`config.mk`:
```
export PLATFORM = sky130hd
export DESIGN_NAME = vtl_rot
export DESIGN_NICKNAME = d
export VERILOG_FILES = /design/src/design/vtl_pkg.sv /design/src/design/vtl_rot.sv
export SDC_FILE = /design/constraint.sdc
export NUM_CORES = 2
export LEC_CHECK = 0
export CELL_PAD_IN_SITES_DETAIL_PLACEMENT = 0
export CELL_PAD_IN_SITES_GLOBAL_PLACEMENT = 1
export CORE_UTILIZATION = 35
export DETAILED_ROUTE_END_ITERATION = 16
export DONT_BUFFER_PORTS = 1
export PLACE_DENSITY_LB_ADDON = 0.2
export RECOVER_POWER = 100
export REMOVE_ABC_BUFFERS = 1
export SYNTH_ARGS = -nofsm -noshare
export SYNTH_HDL_FRONTEND = slang
export SYNTH_SLANG_ARGS = --single-unit
```
`constraint.sdc`:
```
create_clock -name i_clk -period 12.5 [get_ports i_clk]
set_input_delay 1.875 -clock i_clk [delete_from_list [all_inputs] [get_ports i_clk]]
set_output_delay 1.875 -clock i_clk [all_outputs]
set_load 0.01 [all_outputs]
```
`src/design/vtl_pkg.sv`:
```
// Package: shared fixed-point helpers and constants for vertex transform and light.
`default_nettype none
package vtl_pkg;
    localparam int unsigned CfgIdxW = 3;
    localparam int unsigned CfgDataW = 64;
    localparam logic [CfgIdxW-1:0] REG_ROT_X = 3'd0;
    localparam logic [CfgIdxW-1:0] REG_ROT_Y = 3'd1;
    localparam logic [CfgIdxW-1:0] REG_ROT_Z = 3'd2;
    localparam logic [CfgIdxW-1:0] REG_SCALE = 3'd3;
    localparam logic [CfgIdxW-1:0] REG_TRANS = 3'd4;
    localparam logic [CfgIdxW-1:0] REG_PERSP = 3'd5;
    localparam logic [CfgIdxW-1:0] REG_MODE = 3'd6;
    localparam logic signed [15:0] ONE_Q78 = 16'sd256;
    localparam logic signed [15:0] INV_SQRT3_Q14 = 16'sd9459;
    localparam logic [14:0] AMBIENT_Q14 = 15'd1638;
    localparam logic [14:0] UNIT_Q14 = 15'd16384;

    typedef logic signed [15:0] t_s16;

    // round half up by 2^14, then saturate; product sum fits 34 bits
    function automatic t_s16 rnd14_sat(input logic signed [33:0] v);
        logic signed [33:0] t;
        logic signed [19:0] q;
        t = v + 34'sd8192;
        q = t[33:14];
        if (q > 20'sd32767) return 16'sh7fff;
        else if (q < -20'sd32768) return 16'sh8000;
        else return q[15:0];
    endfunction

    function automatic t_s16 rnd8_sat(input logic signed [31:0] v);
        logic signed [31:0] t;
        logic signed [23:0] q;
        t = v + 32'sd128;
        q = t[31:8];
        if (q > 24'sd32767) return 16'sh7fff;
        else if (q < -24'sd32768) return 16'sh8000;
        else return q[15:0];
    endfunction

    function automatic t_s16 sat18(input logic signed [17:0] v);
        if (v > 18'sd32767) return 16'sh7fff;
        else if (v < -18'sd32768) return 16'sh8000;
        else return v[15:0];
    endfunction
endpackage
`default_nettype wire

```
`src/design/vtl_rot.sv`:
```
// Module: one rotation stage (pair of products per output, registered).
`default_nettype none
module vtl_rot import vtl_pkg::*; #(
    parameter int unsigned Axis = 0
) (
    input  wire logic        i_clk,
    input  wire logic        i_en,
    input  wire logic [31:0] i_cs,
    input  wire t_s16        i_a0,
    input  wire t_s16        i_a1,
    input  wire t_s16        i_a2,
    output t_s16             o_a0,
    output t_s16             o_a1,
    output t_s16             o_a2
);
    t_s16 c, s, u, v;
    t_s16 n_u, n_v;
    assign c = i_cs[31:16];
    assign s = i_cs[15:0];
    // u,v are the two components moved by this axis
    always_comb begin
        case (Axis)
            0: begin u = i_a1; v = i_a2; end
            1: begin u = i_a0; v = i_a2; end
            default: begin u = i_a0; v = i_a1; end
        endcase
        n_u = rnd14_sat(34'(c * u) + 34'(s * v));
        n_v = rnd14_sat(34'(c * v) - 34'(s * u));
    end
    t_s16 r_a0, r_a1, r_a2;
    always_ff @(posedge i_clk) begin
        if (i_en) begin
            case (Axis)
                0: begin r_a0 <= i_a0; r_a1 <= n_u; r_a2 <= n_v; end
                1: begin r_a0 <= n_u; r_a1 <= i_a1; r_a2 <= n_v; end
                default: begin r_a0 <= n_u; r_a1 <= n_v; r_a2 <= i_a2; end
            endcase
        end
    end
    assign o_a0 = r_a0;
    assign o_a1 = r_a1;
    assign o_a2 = r_a2;
endmodule
`default_nettype wire

```
After elaboration in Yosys (flattened, before gate mapping):

Index checks and enable logic that the tools add are counted.

* register bits: 48
* input bits: 82
* output and inout bits: 48
* word-level logic and storage cells: 17

* $add $sub $neg: 4
* $mul: 4
* $lt $le $gt $ge: 4
* mux-type cells: 2

Operators with widths (number)
* 16-bit by 16-bit multiplier with 32-bit output: 4
* 33-bit by 15-bit adder with 34-bit output (second input constant): 2
* 20-bit by 16-bit greater-than comparator with 1-bit output (second input constant): 2
* 20-bit by 16-bit < comparator with 1-bit output (second input constant): 2
* 32-bit by 32-bit adder with 33-bit output: 1
* 32-bit by 32-bit subtractor with 33-bit output: 1
* 16-bit two-way mux: 2

Depth between registers and ports, before layout:

* depth in word-level cells: 5
* gate-level depth with buffers: 30
* gate-level depth less buffers: 28

Least setup slack after synthesis:

No wires, ideal clock.

* path kind: input port to flip-flop
* start point: input i_cs[15]
* end point: register r_a2[3] (netlist: o_a2[3]) (data pin)
* arrival time: 9.254 ns
* required time: 12.246 ns
* slack: 2.993 ns
* cell stages on the path: 28
* buffers on the path: 2
* cell sequence: clkbuf_1 -> nand2_1 -> inv_1 -> fa_1 -> inv_1 -> fa_1 -> inv_1 -> fa_1 -> inv_1 -> fa_1 -> fa_1 -> fa_1 -> fa_1 -> inv_1 -> fa_1 -> inv_1 -> ha_1 -> a21o_1 -> a21o_1 -> a21o_1 -> o2bb2ai_1 -> o21ai_2 -> nand2_1 -> a311o_1 -> mux2i_1 -> nand3b_2 -> buf_4 -> a21o_1

* word-level cells in the longest chain between the ends: 5

Ends and longest elaborated chain
* start, declared: line vtl_rot.sv:8 `input wire logic [31:0] i_cs,`
* 16-bit by 16-bit multiplier with 32-bit output (*): line vtl_rot.sv:28 `n_v = rnd14_sat(34'(c * v) - 34'(s * u));`
* 32-bit by 32-bit subtractor with 33-bit output (*): line vtl_rot.sv:28
* 33-bit by 15-bit adder with 34-bit output (*): line vtl_pkg.sv:24 `t = v + 34'sd8192;`
* 20-bit by 16-bit < comparator with 1-bit output: line vtl_pkg.sv:27 `else if (q < -20'sd32768) return 16'sh8000;`
* 16-bit two-way mux: line vtl_pkg.sv:27
* end signal, assigned: line vtl_rot.sv:34 `0: begin r_a0 <= i_a0; r_a1 <= n_u; r_a2 <= n_v; end`
* end signal, assigned: line vtl_rot.sv:35 `1: begin r_a0 <= n_u; r_a1 <= i_a1; r_a2 <= n_v; end`
* end signal, assigned: line vtl_rot.sv:36 `default: begin r_a0 <= n_u; r_a1 <= n_v; r_a2 <= i_a2; end`
* end, declared: line vtl_rot.sv:30 `t_s16 r_a0, r_a1, r_a2;`

Every way passes the cells marked *; elsewhere a longest branch is shown, timed or not.
A chain may end at the register's enable or synchronous reset.

Worst setup path after layout:

* start point: input i_a2[0]
* end point: register r_a2[14] (netlist: o_a2[14]) (data pin)

* word-level cells in the longest chain between the ends: 5

Ends and longest elaborated chain
* start, declared: line vtl_rot.sv:11 `input wire t_s16 i_a2,`
* 16-bit by 16-bit multiplier with 32-bit output (*): line vtl_rot.sv:28
* 32-bit by 32-bit subtractor with 33-bit output (*): line vtl_rot.sv:28
* 33-bit by 15-bit adder with 34-bit output (*): line vtl_pkg.sv:24
* 20-bit by 16-bit < comparator with 1-bit output: line vtl_pkg.sv:27
* 16-bit two-way mux: line vtl_pkg.sv:27

Marks and branches as above.

==> qor.yml <==
outcome: "complete, but fails checks"
violations: "capacitance limit, slew limit"
slew_violations: 16
numCtsBuffers: 5
ys_ff_latch: 48
critPathTopFamily: "adder cells"
ctsResizeCount: 0
path_clk_slew_ns: 0.10
worstMarginPinSlew_ns: 1.93
worst_path_max_delay_cell: "a211oi_1"
synthMuxAreaShare_pct: 0.0712
hold_class: "in2reg"
ys_seq_area_share_pct: 3.42
period_minus_slack_ns: 10.59
final-setup-viol-count: 0
max_freq_mhz: 94.4
hold_violations: 0
clock_path_buffers: 2
grt_pass1_vias: 30500
syn_area_mm2: 0.0422
critPathLaunchType: "primary input"
worst_path_largest_cell_delay_ns: 1.54
htreeDepth: 2
core_mm2: 0.120
preCtsSetupSlack_ns: 2.04
synthSimpleGateAreaFrac_pct: 13.5
rows: 127
grt_first_pass_wirelength_um: 179000
synth-compound-area-share_pct: 2.39
holdPathStages: 0
wirelength_um: 110000
path_common_cell: "fa_1"
rsz0062_at_grt: "no"
start_util_pct: 35.2
finalNetCount: 5803
synth.distinct_cells: 66
die_w_um: 349
wire_per_inst_um: 18.9
post_cts_buffers: 0
layout-drive-gt1-share_pct: 0.568
root_buffer: "clkbuf_16"
instances_no_fill: 5837
hold_path_startpoint: "i_a0[0]"
postCtsHoldBufs: 0
dieArea_mm2: 0.122
synth_edf_count: 48
cts_sinks: 48
cts_tree: "yes"
area_delta_synth_final_pct: 3.45
globalRouteOverflowTotal: 0
setup-tns-final_ns: 0
worstPathMaxFanout: 31
synth_top_family_by_area: "adder cells"
timing.slew.headroom_pct: -29.2
die_y_um: 349
vias_per_cell: 4.56
arrival_ns: 10.78
cp.required_ns: 12.69
drt_pass1_iterations: 5
ioPinCount: 130
synth_xor_area_share_pct: 1.33
yosysWarnings: 0
syn_area_per_cell_um2: 9.57
cap_violations: 1
dp_hpwl_um: 83600
antenna_found_initial: 3
numPortBuffers: 0
grt_start_max_net_pins: 49
hold_end: "o_a0[0]"
fin_util_pct: 36.4
place_inst: 5828
setup_ws_ns: 1.91
via_count: 26600
worst-path-buf-inv: 7
grt_usage_pct: 19.4
synthAdderAreaFrac_pct: 65.6
finalCritPeriodShare_pct: 84.7
gp_congestion: 0.803
synth-async-reset-ratio_pct: 0
postSynthCellCount: 4411
critPathCaptureType: "register"
drtAntennaViolNets: 0
synth-main-ff-cell: "edfxtp_1"
path_class: "in2reg"
first_iter_violations: 1206
drcViolationCount: 0
## metrics by stage
stage / hold slack (ns) / area, um^2
after CTS: 1.60 / 43700
after global routing: 1.61 / 43700
after global placement: 1.97 / 43500
after floorplan: 1.97 / 41400
after detailed placement: 1.97 / 43500
final: 1.62 / 43700
## layout make-up
| cell class | count | area, um^2 |
|---|---|---|
| fillers | 12500 | 76200 |
| multi-input cells | 2826 | 35000 |
| inverters | 1341 | 5030 |
| well taps | 1612 | 2020 |
| flip-flops and latches | 48 | 1440 |
| clock buffers | 5 | 125 |
| clock inverters | 3 | 68.8 |
| repair buffers | 1 | 7.51 |
| diodes | 1 | 2.50 |
## metal layers
layer | global-route usage [%] | vias up | share of wire, %
li1 | - | 11900 | -
met1 | 26.4 | 14300 | 44
met2 | 34.0 | 354 | 51
met3 | 1.28 | 59 | 3.1
met4 | 3.46 | 0 | 1.7
met5 | 0 | - | 0
## cells by family (layout without fill, tap and decap cells)
family | count (synthesis) | in the layout
AO/OA/AOI/OAI | 146 | 146
buffers and inverters | 1537 | 1350
AND/OR/NAND/NOR | 1115 | 1115
XOR/XNOR | 64 | 64
flip-flops | 48 | 48
adder cells (fa/ha/maj) | 1498 | 1498
other | 0 | 1
multiplexers | 3 | 3
## state kept, by name, summed over array words and instances (netlist names)
signal,flops
o_a2,16
o_a1,16
o_a0,16
## layout by cell type, fill, tap and decap left out, drive strengths merged, types with 3 or more instances in the layout
cell type / n
nand2b: 21
o21ai: 34
edfxtp: 48
a21o: 42
fa: 1192
and3: 3
a31oi: 5
nand3b: 3
a211oi: 7
ha: 306
nor2: 69
clkbuf: 5
and2: 519
a21oi: 31
or3: 3
nand3: 11
a31o: 3
xnor2: 47
nor3: 8
o31ai: 3
nand4: 4
and4: 3
mux2i: 3
inv: 1341
o21a: 5
nand2: 460
xor2: 17
## worst max path at each step
stage,from,to,slack (ns),cells after the start
global placement,i_a2[15],o_a1[0],2.26,22
finish,i_a2[0],o_a2[14],1.91,27
CTS,i_a2[15],o_a1[4],2.40,22
floorplan,i_cs[31],o_a2[7],3.25,27
global route,i_a2[15],o_a1[14],1.24,22
detailed placement,i_a2[15],o_a1[4],2.04,22
## synth_stat cells, types with 3 or more instances
cell type | count | share of area (%)
o21ai_1 | 15 | 0.18
fa_1 | 1192 | 57
o21ai_0 | 18 | 0.21
nand2_1 | 460 | 4.1
a21o_1 | 42 | 0.75
nand3_1 | 11 | 0.13
xnor2_1 | 47 | 0.98
a31oi_1 | 4 | 0.059
o21a_1 | 5 | 0.089
a21oi_1 | 31 | 0.37
edfxtp_1 | 48 | 3.4
inv_1 | 1339 | 12
buf_1 | 4 | 0.036
and2_1 | 519 | 7.7
nor3_1 | 6 | 0.071
xor2_1 | 17 | 0.35
a211oi_1 | 5 | 0.089
nor2_1 | 69 | 0.61
and4_1 | 3 | 0.062
clkbuf_1 | 187 | 1.7
or3_1 | 3 | 0.044
and3_1 | 3 | 0.044
nand2b_1 | 21 | 0.31
mux2i_1 | 3 | 0.071
nand4_1 | 3 | 0.044
ha_1 | 306 | 9.1
Power is not shown: default switching activity piles up to over one toggle a cycle in this logic, so the estimate is an artifact.
